<file path="config.mk">
export PLATFORM = sky130hd
export DESIGN_NAME = sprite_tile_clip_address_unit
export DESIGN_NICKNAME = d
export VERILOG_FILES = /design/src/hw/rtl/stca_pkg.sv /design/src/hw/rtl/stca_div.sv /design/src/hw/rtl/sprite_tile_clip_address_unit.sv
export SDC_FILE = /design/constraint.sdc
export NUM_CORES = 2
export LEC_CHECK = 0
export ABC_AREA = 1
export BUFFER_PORTS_ARGS = -buffer_cell sky130_fd_sc_hd__buf_2
export CAP_MARGIN = 20
export CORE_MARGIN = 2
export CORE_UTILIZATION = 40
export DETAILED_ROUTE_END_ITERATION = 12
export PLACE_DENSITY = 0.53
export SKIP_CTS_REPAIR_TIMING = 1
export SYNTH_ARGS = -nofsm -noshare
export SYNTH_HDL_FRONTEND = slang
export SYNTH_SLANG_ARGS = --single-unit
</file>
<file path="constraint.sdc">
create_clock -name clk -period 23.7 [get_ports clk]
set_input_delay 4.74 -clock clk [delete_from_list [all_inputs] [get_ports clk]]
set_output_delay 4.74 -clock clk [all_outputs]
set_load 0.005 [all_outputs]
</file>
<file path="src/hw/rtl/stca_pkg.sv">
// Package for the sprite tile clip and address unit.
// Holds field widths, configuration register indexes and reset values, and
// the divider depth and the stream data widths. No dependencies.
package stca_pkg;

    localparam int POS_W  = 16;
    localparam int IDX_W  = 12;
    localparam int SIZE_W = 9;
    localparam int GAP_W  = 8;
    localparam int PER_W  = 13;
    localparam int ADDR_W = 22;

    localparam int CFG_IDX_W  = 3;
    localparam int CFG_DATA_W = 13;

    localparam logic [CFG_IDX_W-1:0] CFG_TILE_WIDTH    = 3'd0;
    localparam logic [CFG_IDX_W-1:0] CFG_TILE_HEIGHT   = 3'd1;
    localparam logic [CFG_IDX_W-1:0] CFG_SHEET_MARGIN  = 3'd2;
    localparam logic [CFG_IDX_W-1:0] CFG_TILE_SPACING  = 3'd3;
    localparam logic [CFG_IDX_W-1:0] CFG_TILES_PER_ROW = 3'd4;

    localparam logic [SIZE_W-1:0] TILE_WIDTH_RST    = 9'd16;
    localparam logic [SIZE_W-1:0] TILE_HEIGHT_RST   = 9'd16;
    localparam logic [GAP_W-1:0]  SHEET_MARGIN_RST  = 8'd0;
    localparam logic [GAP_W-1:0]  TILE_SPACING_RST  = 8'd0;
    localparam logic [PER_W-1:0]  TILES_PER_ROW_RST = 13'd1;

    localparam int DIV_STAGES = 4;

    localparam int IN_DATA_W  = 112;
    localparam int OUT_DATA_W = 96;

endpackage

</file>
<file path="src/hw/rtl/stca_div.sv">
// Pipelined restoring divider for the tile index by the tiles per row.
// Depends on stca_pkg; each stage resolves a fixed group of quotient bits.
module stca_div #(
    parameter int STAGES = stca_pkg::DIV_STAGES
) (
    input  logic                        clk,
    input  logic [STAGES-1:0]           adv,
    input  logic [stca_pkg::IDX_W-1:0]  dividend,
    input  logic [stca_pkg::PER_W-1:0]  divisor,
    output logic [stca_pkg::IDX_W-1:0]  quotient,
    output logic [stca_pkg::PER_W-1:0]  remainder
);

    localparam int BPS = (stca_pkg::IDX_W + STAGES - 1) / STAGES;
    localparam int QW  = STAGES * BPS;
    localparam int RW  = stca_pkg::PER_W;

    logic [RW-1:0] rem_reg [STAGES];
    logic [QW-1:0] dq_reg  [STAGES];

    genvar s;
    generate
        for (s = 0; s < STAGES; s++)
        begin : g_stage
            logic [RW-1:0] rem_in;
            logic [QW-1:0] dq_in;
            logic [RW-1:0] rem_next;
            logic [QW-1:0] dq_next;

            if (s == 0)
            begin : g_first
                assign rem_in = '0;
                assign dq_in  = QW'(dividend);
            end
            else
            begin : g_rest
                assign rem_in = rem_reg[s-1];
                assign dq_in  = dq_reg[s-1];
            end

            always_comb
            begin
                logic [RW:0] t;
                rem_next = rem_in;
                dq_next  = dq_in;
                for (int b = 0; b < BPS; b++)
                begin
                    t = {rem_next, dq_next[QW-1]};
                    if (t >= {1'b0, divisor})
                    begin
                        rem_next = RW'(t - {1'b0, divisor});
                        dq_next  = {dq_next[QW-2:0], 1'b1};
                    end
                    else
                    begin
                        rem_next = t[RW-1:0];
                        dq_next  = {dq_next[QW-2:0], 1'b0};
                    end
                end
            end

            always_ff @(posedge clk)
            begin
                if (adv[s])
                begin
                    rem_reg[s] <= rem_next;
                    dq_reg[s]  <= dq_next;
                end
            end
        end
    endgenerate

    assign quotient  = dq_reg[STAGES-1][stca_pkg::IDX_W-1:0];
    assign remainder = rem_reg[STAGES-1];

endmodule

</file>
<file path="src/hw/rtl/sprite_tile_clip_address_unit.sv">
// Sprite tile clip and address unit: clips a sprite against a box and finds its sheet rectangle.
// Requests pass the input register, the divider stages, the product and the output registers.
// Throughput is one transaction per cycle unless the output stalls; the divider sets the depth.
// Stages stall independently, so an empty stage keeps taking input while a result waits.
// Reset clears all valid bits and loads the configuration registers with their defaults.
// Depends on stca_pkg and stca_div.
module sprite_tile_clip_address_unit #(
    parameter int DIV_STAGES = stca_pkg::DIV_STAGES
) (
    input  logic                              clk,
    input  logic                              rst_n,
    input  logic                              cfg_wr_en,
    input  logic [stca_pkg::CFG_IDX_W-1:0]    cfg_index,
    input  logic [stca_pkg::CFG_DATA_W-1:0]   cfg_wdata,
    input  logic                              s_axis_tvalid,
    output logic                              s_axis_tready,
    // pos_x, pos_y, tile_index, clip_left, clip_top, clip_right, clip_bottom, zero pad
    input  logic [stca_pkg::IN_DATA_W-1:0]    s_axis_tdata,
    output logic                              m_axis_tvalid,
    input  logic                              m_axis_tready,
    // dest_x, dest_y, src_x, src_y, src_w, src_h, zero pad
    output logic [stca_pkg::OUT_DATA_W-1:0]   m_axis_tdata,
    // visible
    output logic [0:0]                        m_axis_tuser
);

    localparam int NST  = DIV_STAGES + 3;
    localparam int MUL  = DIV_STAGES + 1;
    localparam int LAST = NST - 1;
    localparam int STEP_W = stca_pkg::SIZE_W + 1;

    typedef struct packed {
        logic signed [stca_pkg::POS_W-1:0] clip_bottom;
        logic signed [stca_pkg::POS_W-1:0] clip_right;
        logic signed [stca_pkg::POS_W-1:0] clip_top;
        logic signed [stca_pkg::POS_W-1:0] clip_left;
        logic        [stca_pkg::IDX_W-1:0] tile_index;
        logic signed [stca_pkg::POS_W-1:0] pos_y;
        logic signed [stca_pkg::POS_W-1:0] pos_x;
    } req_t;

    typedef struct packed {
        logic                               vis;
        logic signed [stca_pkg::POS_W-1:0]  dst;
        logic        [stca_pkg::SIZE_W-1:0] off;
        logic        [stca_pkg::SIZE_W-1:0] len;
    } axis_t;

    typedef struct packed {
        logic                               vis;
        logic signed [stca_pkg::POS_W-1:0]  dst_x;
        logic signed [stca_pkg::POS_W-1:0]  dst_y;
        logic        [stca_pkg::SIZE_W-1:0] off_x;
        logic        [stca_pkg::SIZE_W-1:0] off_y;
        logic        [stca_pkg::SIZE_W-1:0] len_x;
        logic        [stca_pkg::SIZE_W-1:0] len_y;
    } clip_t;

    function automatic axis_t clip_axis(
        input logic signed [stca_pkg::POS_W-1:0]  pos,
        input logic        [stca_pkg::SIZE_W-1:0] size,
        input logic signed [stca_pkg::POS_W-1:0]  lo,
        input logic signed [stca_pkg::POS_W-1:0]  hi
    );
        logic signed [stca_pkg::POS_W+1:0] p;
        logic signed [stca_pkg::POS_W+1:0] e;
        logic signed [stca_pkg::POS_W+1:0] l;
        logic signed [stca_pkg::POS_W+1:0] h;
        logic signed [stca_pkg::POS_W+1:0] d;
        axis_t r;
        p = {{2{pos[stca_pkg::POS_W-1]}}, pos};
        l = {{2{lo[stca_pkg::POS_W-1]}}, lo};
        h = {{2{hi[stca_pkg::POS_W-1]}}, hi};
        e = p + {{(stca_pkg::POS_W + 2 - stca_pkg::SIZE_W){1'b0}}, size};
        r.vis = !((e <= l) || (p >= h));
        r.dst = pos;
        r.off = '0;
        r.len = size;
        if (p < l)
        begin
            d     = l - p;
            r.off = d[stca_pkg::SIZE_W-1:0];
            r.len = size - d[stca_pkg::SIZE_W-1:0];
            r.dst = lo;
        end
        else if (e > h)
        begin
            d     = h - p;
            r.len = d[stca_pkg::SIZE_W-1:0];
        end
        return r;
    endfunction

    logic [stca_pkg::SIZE_W-1:0] tile_width_reg;
    logic [stca_pkg::SIZE_W-1:0] tile_height_reg;
    logic [stca_pkg::GAP_W-1:0]  sheet_margin_reg;
    logic [stca_pkg::GAP_W-1:0]  tile_spacing_reg;
    logic [stca_pkg::PER_W-1:0]  tiles_per_row_reg;

    always_ff @(posedge clk or negedge rst_n)
    begin
        if (!rst_n)
        begin
            tile_width_reg    <= stca_pkg::TILE_WIDTH_RST;
            tile_height_reg   <= stca_pkg::TILE_HEIGHT_RST;
            sheet_margin_reg  <= stca_pkg::SHEET_MARGIN_RST;
            tile_spacing_reg  <= stca_pkg::TILE_SPACING_RST;
            tiles_per_row_reg <= stca_pkg::TILES_PER_ROW_RST;
        end
        else if (cfg_wr_en)
        begin
            unique case (cfg_index)
                stca_pkg::CFG_TILE_WIDTH:
                    tile_width_reg <= cfg_wdata[stca_pkg::SIZE_W-1:0];
                stca_pkg::CFG_TILE_HEIGHT:
                    tile_height_reg <= cfg_wdata[stca_pkg::SIZE_W-1:0];
                stca_pkg::CFG_SHEET_MARGIN:
                    sheet_margin_reg <= cfg_wdata[stca_pkg::GAP_W-1:0];
                stca_pkg::CFG_TILE_SPACING:
                    tile_spacing_reg <= cfg_wdata[stca_pkg::GAP_W-1:0];
                stca_pkg::CFG_TILES_PER_ROW:
                    tiles_per_row_reg <= cfg_wdata[stca_pkg::PER_W-1:0];
                default:
                    ;
            endcase
        end
    end

    logic [stca_pkg::PER_W-1:0] divisor;
    assign divisor = (tiles_per_row_reg == '0) ? stca_pkg::PER_W'(1) : tiles_per_row_reg;

    // Each stage moves on when it is empty or the stage after it moves on.
    logic [NST-1:0] v_reg;
    logic [NST-1:0] v_next;
    logic [NST:0]   rdy;

    always_comb
    begin
        rdy[NST] = m_axis_tready;
        for (int k = NST - 1; k >= 0; k--)
        begin
            rdy[k] = !v_reg[k] || rdy[k+1];
        end
        v_next[0] = rdy[0] ? s_axis_tvalid : v_reg[0];
        for (int k = 1; k < NST; k++)
        begin
            if (!rdy[k])
                v_next[k] = v_reg[k];
            else
                v_next[k] = v_reg[k-1];
        end
    end

    always_ff @(posedge clk or negedge rst_n)
    begin
        if (!rst_n)
            v_reg <= '0;
        else
            v_reg <= v_next;
    end

    assign s_axis_tready = rdy[0];

    req_t in_reg;

    always_ff @(posedge clk)
    begin
        if (rdy[0])
            in_reg <= req_t'(s_axis_tdata[$bits(req_t)-1:0]);
    end

    clip_t clip_next;
    clip_t clip_reg [DIV_STAGES];

    always_comb
    begin
        axis_t ax;
        axis_t ay;
        ax = clip_axis(in_reg.pos_x, tile_width_reg, in_reg.clip_left, in_reg.clip_right);
        ay = clip_axis(in_reg.pos_y, tile_height_reg, in_reg.clip_top, in_reg.clip_bottom);
        clip_next.vis   = ax.vis && ay.vis;
        clip_next.dst_x = ax.dst;
        clip_next.dst_y = ay.dst;
        clip_next.off_x = ax.off;
        clip_next.off_y = ay.off;
        clip_next.len_x = ax.len;
        clip_next.len_y = ay.len;
    end

    genvar j;
    generate
        for (j = 0; j < DIV_STAGES; j++)
        begin : g_clip
            always_ff @(posedge clk)
            begin
                if (rdy[j+1])
                begin
                    if (j == 0)
                        clip_reg[j] <= clip_next;
                    else
                        clip_reg[j] <= clip_reg[(j == 0) ? 0 : j-1];
                end
            end
        end
    endgenerate

    logic [stca_pkg::IDX_W-1:0] row;
    logic [stca_pkg::PER_W-1:0] col;

    stca_div #(
        .STAGES (DIV_STAGES)
    ) u_div (
        .clk       (clk),
        .adv       (rdy[DIV_STAGES:1]),
        .dividend  (in_reg.tile_index),
        .divisor   (divisor),
        .quotient  (row),
        .remainder (col)
    );

    logic [STEP_W-1:0]           step_x;
    logic [STEP_W-1:0]           step_y;
    logic [stca_pkg::ADDR_W-1:0] prod_x_reg;
    logic [stca_pkg::ADDR_W-1:0] prod_y_reg;
    clip_t                       mclip_reg;

    assign step_x = STEP_W'(tile_spacing_reg) + STEP_W'(tile_width_reg);
    assign step_y = STEP_W'(tile_spacing_reg) + STEP_W'(tile_height_reg);

    // The remainder never exceeds the tile index, so it fits the index width.
    always_ff @(posedge clk)
    begin
        if (rdy[MUL])
        begin
            prod_x_reg <= stca_pkg::ADDR_W'(step_x)
                        * stca_pkg::ADDR_W'(col[stca_pkg::IDX_W-1:0]);
            prod_y_reg <= stca_pkg::ADDR_W'(step_y) * stca_pkg::ADDR_W'(row);
            mclip_reg  <= clip_reg[DIV_STAGES-1];
        end
    end

    logic                               vis_reg;
    logic signed [stca_pkg::POS_W-1:0]  dest_x_reg;
    logic signed [stca_pkg::POS_W-1:0]  dest_y_reg;
    logic        [stca_pkg::ADDR_W-1:0] src_x_reg;
    logic        [stca_pkg::ADDR_W-1:0] src_y_reg;
    logic        [stca_pkg::SIZE_W-1:0] src_w_reg;
    logic        [stca_pkg::SIZE_W-1:0] src_h_reg;
    logic        [stca_pkg::ADDR_W-1:0] src_x_next;
    logic        [stca_pkg::ADDR_W-1:0] src_y_next;

    assign src_x_next = prod_x_reg + stca_pkg::ADDR_W'(sheet_margin_reg)
                      + stca_pkg::ADDR_W'(mclip_reg.off_x);
    assign src_y_next = prod_y_reg + stca_pkg::ADDR_W'(sheet_margin_reg)
                      + stca_pkg::ADDR_W'(mclip_reg.off_y);

    always_ff @(posedge clk)
    begin
        if (rdy[LAST])
        begin
            vis_reg <= mclip_reg.vis;
            if (mclip_reg.vis)
            begin
                dest_x_reg <= mclip_reg.dst_x;
                dest_y_reg <= mclip_reg.dst_y;
                src_x_reg  <= src_x_next;
                src_y_reg  <= src_y_next;
                src_w_reg  <= mclip_reg.len_x;
                src_h_reg  <= mclip_reg.len_y;
            end
            else
            begin
                dest_x_reg <= '0;
                dest_y_reg <= '0;
                src_x_reg  <= '0;
                src_y_reg  <= '0;
                src_w_reg  <= '0;
                src_h_reg  <= '0;
            end
        end
    end

    assign m_axis_tvalid = v_reg[LAST];
    assign m_axis_tuser  = vis_reg;
    assign m_axis_tdata  = {2'b00, src_h_reg, src_w_reg, src_y_reg, src_x_reg,
                            dest_y_reg, dest_x_reg};

`ifndef SYNTHESIS
    assert property (@(posedge clk) disable iff (!rst_n)
        m_axis_tvalid && !m_axis_tuser[0] |-> (m_axis_tdata == '0))
        else $error("Invisible result carries nonzero data.");

    assert property (@(posedge clk) disable iff (!rst_n)
        !s_axis_tready |-> m_axis_tvalid)
        else $error("Input stalled while the output stage is empty.");
`endif

endmodule

</file>
Word level (Yosys, flattened, before mapping)
Memory sizes are Yosys's and may differ from the RTL's. A register that Yosys moved wholly into a read port is not among the register bits.
Index checks and enable logic that the tools add are counted.
{ "word_totals": {"regBits": 301, "out_inout_bits": 99, "mem_bits_rw": 376, "n_memories": 3, "word_cells": 148, "inputBits": 133} }
{ "classes": {"mux": 39, "multipliers": 2, "eq_ne": 4, "addsub": 26, "magnitude_cmp": 20, "n_reduce_logical": 26} }
{ "mem_list": {"columns": ["name", "depth", "word_bits", "read_ports", "rd_ports_with_merged_regs", "write_ports", "line_no", "text"], "rows": [
  ["clip_reg", 4, 69, 4, 1, 4, "sprite_tile_clip_address_unit.sv:173", "clip_t clip_reg [DIV_STAGES];"],
  ["u_div.rem_reg", 4, 13, 4, 0, 4, "stca_div.sv:18", "logic [RW-1:0] rem_reg [STAGES];"],
  ["u_div.dq_reg", 4, 12, 4, 0, 4, "stca_div.sv:19", "logic [QW-1:0] dq_reg [STAGES];"]
]} }
{ "op_table": {"columns": ["operator", "n"], "rows": [
  ["13-bit 2-to-1 mux", 13],
  ["14-bit by 13-bit >= comparator with 1-bit output", 11],
  ["13-bit subtractor", 11],
  ["9-bit subtractor", 6],
  ["25-bit 2-to-1 mux", 2],
  ["22-bit by 8-bit adder with 22-bit output", 2],
  ["22-bit by 9-bit adder with 22-bit output", 2],
  ["10-bit by 12-bit multiplier with 22-bit output", 2],
  ["9-bit 2-to-1 mux", 4],
  ["16-bit by 10-bit adder with 17-bit output", 2],
  ["17-bit by 16-bit > comparator with 1-bit output", 2],
  ["17-bit by 16-bit less-or-equal comparator with 1-bit output", 2],
  ["16-bit >= comparator", 2],
  ["16-bit less-than comparator", 2],
  ["8-bit by 9-bit adder with 10-bit output", 2],
  ["1-bit 2-to-1 mux", 20],
  ["1-bit by 13-bit >= comparator with 1-bit output", 1],
  ["13-bit logical NOT", 1],
  ["1-bit by 13-bit subtractor with 13-bit output", 1],
  ["2-bit AND reduction", 5],
  ["1-bit logical NOT", 9],
  ["1-bit logical OR", 9],
  ["3-bit by 2-bit equality test with 1-bit output (second input constant)", 2],
  ["3-bit by 1-bit equality test with 1-bit output (second input constant)", 1],
  ["other kinds (3)", 3]
]} }

Depth between registers and ports, before layout
{ "logic_depth": {"ltp_word": 9, "depth_mapped": 44, "ltp_nobuf": 42} }

Hierarchy
A second synthesis with hierarchy kept.
{ "unflattened": {"hier_cells": 5584, "area_unflattened_um2": 51705.8} }
{ "modules_own_cells": {"columns": ["mod", "area_each_um2", "n_inst", "cells_each", "seq_area_each_um2"], "rows": [
  ["sprite_tile_clip_address_unit", 38415.6, 1, 3669, 19132.1],
  ["stca_div", 13290.2, 1, 1915, 3002.9]
]} }

Least setup slack after synthesis
OpenSTA, ideal clock, no wires.
{ "synth_timing": {"kind": "input to output", "from": "input port m_axis_tready", "to": "output port s_axis_tready", "path_buffers": 0, "cell_stages": 12, "arrival_time_ns": 17.637, "slack_ns": 1.323, "cell_sequence": "nor2_1 -> inv_1 -> nor2_1 -> inv_1 -> nor2_1 -> inv_1 -> nor2_1 -> inv_1 -> nor2_1 -> inv_1 -> nor2_1 -> nand2_1"} }
{ "synth_via": {"elab_chain_cells": 7} }
{ "synth_rtl": {"columns": ["element", "line_no", "text"], "rows": [
  ["start: declaration", "sprite_tile_clip_address_unit.sv:20", "input logic m_axis_tready,"],
  ["1-bit logical OR", "sprite_tile_clip_address_unit.sv:142", "rdy[k] = !v_reg[k] || rdy[k+1];"],
  ["via rdy[6]", "sprite_tile_clip_address_unit.sv:135", "logic [NST:0] rdy;"],
  ["1-bit logical OR", "sprite_tile_clip_address_unit.sv:142", null],
  ["via rdy[5]", "sprite_tile_clip_address_unit.sv:135", null],
  ["1-bit logical OR", "sprite_tile_clip_address_unit.sv:142", null],
  ["via rdy[4]", "sprite_tile_clip_address_unit.sv:135", null],
  ["1-bit logical OR", "sprite_tile_clip_address_unit.sv:142", null],
  ["via rdy[3]", "sprite_tile_clip_address_unit.sv:135", null],
  ["1-bit logical OR", "sprite_tile_clip_address_unit.sv:142", null],
  ["via rdy[2]", "sprite_tile_clip_address_unit.sv:135", null],
  ["1-bit logical OR (2 in a row)", "sprite_tile_clip_address_unit.sv:142", null],
  ["end: declaration", "sprite_tile_clip_address_unit.sv:16", "output logic s_axis_tready,"]
]} }
The timed path passes the listed nets, and every way through them passes these cells.

Worst setup path after layout
Same ends and word-level chain as after synthesis.

==> results.yml <==
clock_network:
  numCtsBuffers: 85
  clockRootBuffer: "clkbuf_16"
  clk_latency_ns: 0.71
  cts_tree: "yes"
  cts.path.max_buffers: 3
  clkSinkCount: 745
  path_clk_slew_ns: 0.06
  htreeDepth: 3
placement:
  port_buffers: 225
  dp_hpwl_microns: 100000
  dp_cells: 7084
  gp_congestion: 0.916
worst_setup_path:
  end_kind: "output port"
  path_max_fanout: 58
  required_ns: 18.96
  cp.arrival_ns: 8.63
  critPathKind: "primary input to output port"
  critPathLaunchType: "primary input"
yosys:
  syn_area_per_cell_sq_um: 9.45
  synth.area.top_cells: "edfxtp_1, ha_1, nand2_1"
  synthXorXnorAreaFrac_pct: 3.60
  synthAdderAreaFrac_pct: 20.2
  syn_area_sq_mm: 0.0498
  ys_seq_area_share_pct: 44.4
  synth_top_area_share_pct: 41.7
  synth-edff-count: 691
  synth_compound_gate_area_share_pct: 7.49
  yosysMostFrequentCell: "nand2_1"
  synth_top_family_by_area: "adder cells"
  synth-simple-area-share_pct: 17.0
  synthTopCellsByCount: "nand2_1, inv_1, edfxtp_1"
  syn_inst: 5273
  ys.flop_type: "edfxtp_1"
  synth.distinct_cells: 56
  synth_mux_area_share_pct: 0
  ys_ff_latch: 745
  async_flop_share_pct: 7.25
  ys_warn_count: 0
  synth_largest_area_cell: "edfxtp_1"
routing:
  post_drt_via_cell_ratio: 4.97
  first_iter_violations: 2272
  ant_nets: 0
  drc_errors: 0
  wl_per_cell_microns: 17.8
  dr.pass1.iters: 5
  wl_microns: 129000
  vias: 36000
floorplan:
  rows: 129
  chipHeight_microns: 357
  io_pins: 232
  die_w_microns: 357
  initial_core_util_pct: 40.3
  coreArea_sq_mm: 0.124
  die-area_sq_mm: 0.127
global_routing:
  grt_pass1_vias: 35400
  grt_pass1_wl_microns: 201000
  track_usage_pct: 20.4
  grt_antenna_before_repair: 7
  gr-total-overflow: 0
  grt_start_max_net_pins: 63
final_layout:
  largest_register_ffs: 276
  layout.cells.non_filler: 7240
  drive_gt1_share_pct: 8.43
  num-nets-final: 6355
  syn2layout_area_growth_pct: 11.7
hold_path:
  hp-class: "flip-flop to flip-flop"
timing:
  rsz0062_at_grt: "no"
  post-route-min-period_ns: 13.37
  skew_ns: 0.0551
  report.final.slew_viol_count: 0
  relSlewSlack_pct: 26.6
  tightest_slew_ns: 1.10
  max_freq_mhz: 74.8
  hold_violations: 0
  setup_viol: 0
  fin_crit_sh_pct: 56.4
  setup_tns_ns: 0
outcome:
  status: "complete, no violations"
flow_run:
  cap_violations: 0
cell type report:
class / count / area, sq um
Sequential cell: 745 / 22100
Fill cell: 12000 / 68000
Tap cell: 1637 / 2050
Clock buffer: 102 / 2280
Timing Repair Buffer: 253 / 1340
Multi-Input combinational cell: 3585 / 24100
Clock inverter: 53 / 549
Inverter: 864 / 3260
Antenna cell: 1 / 2.50
per-stage QoR:
step	utilization [%]	hold slack [ns]	worst slack, ns	instance area, sq um
floorplan	-	0.400	1.32	49800
global placement	42.7	0.401	10.22	52800
detailed placement	42.7	0.405	10.19	52800
CTS	45.0	0.389	10.17	55700
global route	45.0	0.396	9.95	55700
finish	45.0	0.399	10.33	55700
critical path, stage by stage:
cell	delay [ns]
buf_2	0.07
nor2_1	0.05
inv_4	0.43
nor2_1	0.20
inv_6	0.45
nor2_1	0.15
inv_4	0.50
nor2_1	0.15
inv_4	0.38
nor2_1	0.14
inv_4	0.37
nor2_1	0.21
nand2_4	0.43
buf_2	0.21
final timing paths:
check                                                 startpoint                                end  slack, ns  cells after the start
max in group asynchronous                                  rst_n  tiles_per_row_reg[12]$_DFFE_PN0P_      18.92                      2
min in group asynchronous                                  rst_n   tiles_per_row_reg[9]$_DFFE_PN0P_       4.20                      2
worst min register to register     clip_reg[0][29]$_SDFFCE_PP0P_          clip_reg[1][29]$_DFFE_PP_       0.40                      0
worst max register to register  tiles_per_row_reg[8]$_DFFE_PN0P_      u_div.rem_reg[2][0]$_DFFE_PP_      15.18                     37
worst max-delay path                               m_axis_tready                      s_axis_tready      10.33                     14
worst min-delay path               clip_reg[0][29]$_SDFFCE_PP0P_          clip_reg[1][29]$_DFFE_PP_       0.40                      0
cells in the final DEF (no fill, tap or decap), types with 14 or more instances in the layout:
cell / count
o21bai_1: 14
nand2_1: 1196
ha_1: 493
a31oi_1: 18
o21a_1: 15
a21o_1: 20
fa_1: 195
xnor2_1: 74
nor2_1: 338
xor2_1: 131
buf_4: 28
buf_2: 225
nand3b_1: 24
clkbuf_16: 89
nand3_1: 273
nand4_1: 59
dfrtp_1: 51
clkinv_2: 16
nand2_2: 16
a21oi_1: 309
o21ai_0: 238
edfxtp_1: 691
nor3_1: 51
or2_2: 19
inv_1: 850
kinds of logic after synthesis:
kind of cell	Yosys count
fa+ha+maj	688
flops	745
other cells	1
compound gates	678
buf+inv	944
xor+xnor	205
simple gates	2012
layer usage:
layer / up-vias / GRT usage (%) / routed length [microns]
li1: 18000 / - / -
met3: 165 / 2.44 / 5810
met1: 17000 / 28.7 / 61200
met4: 2 / 5.79 / 2990
met2: 775 / 33.2 / 58900
met5: - / 0 / 15
Power is not shown: default switching activity piles up to over one toggle a cycle in this logic, so the estimate is an artifact.
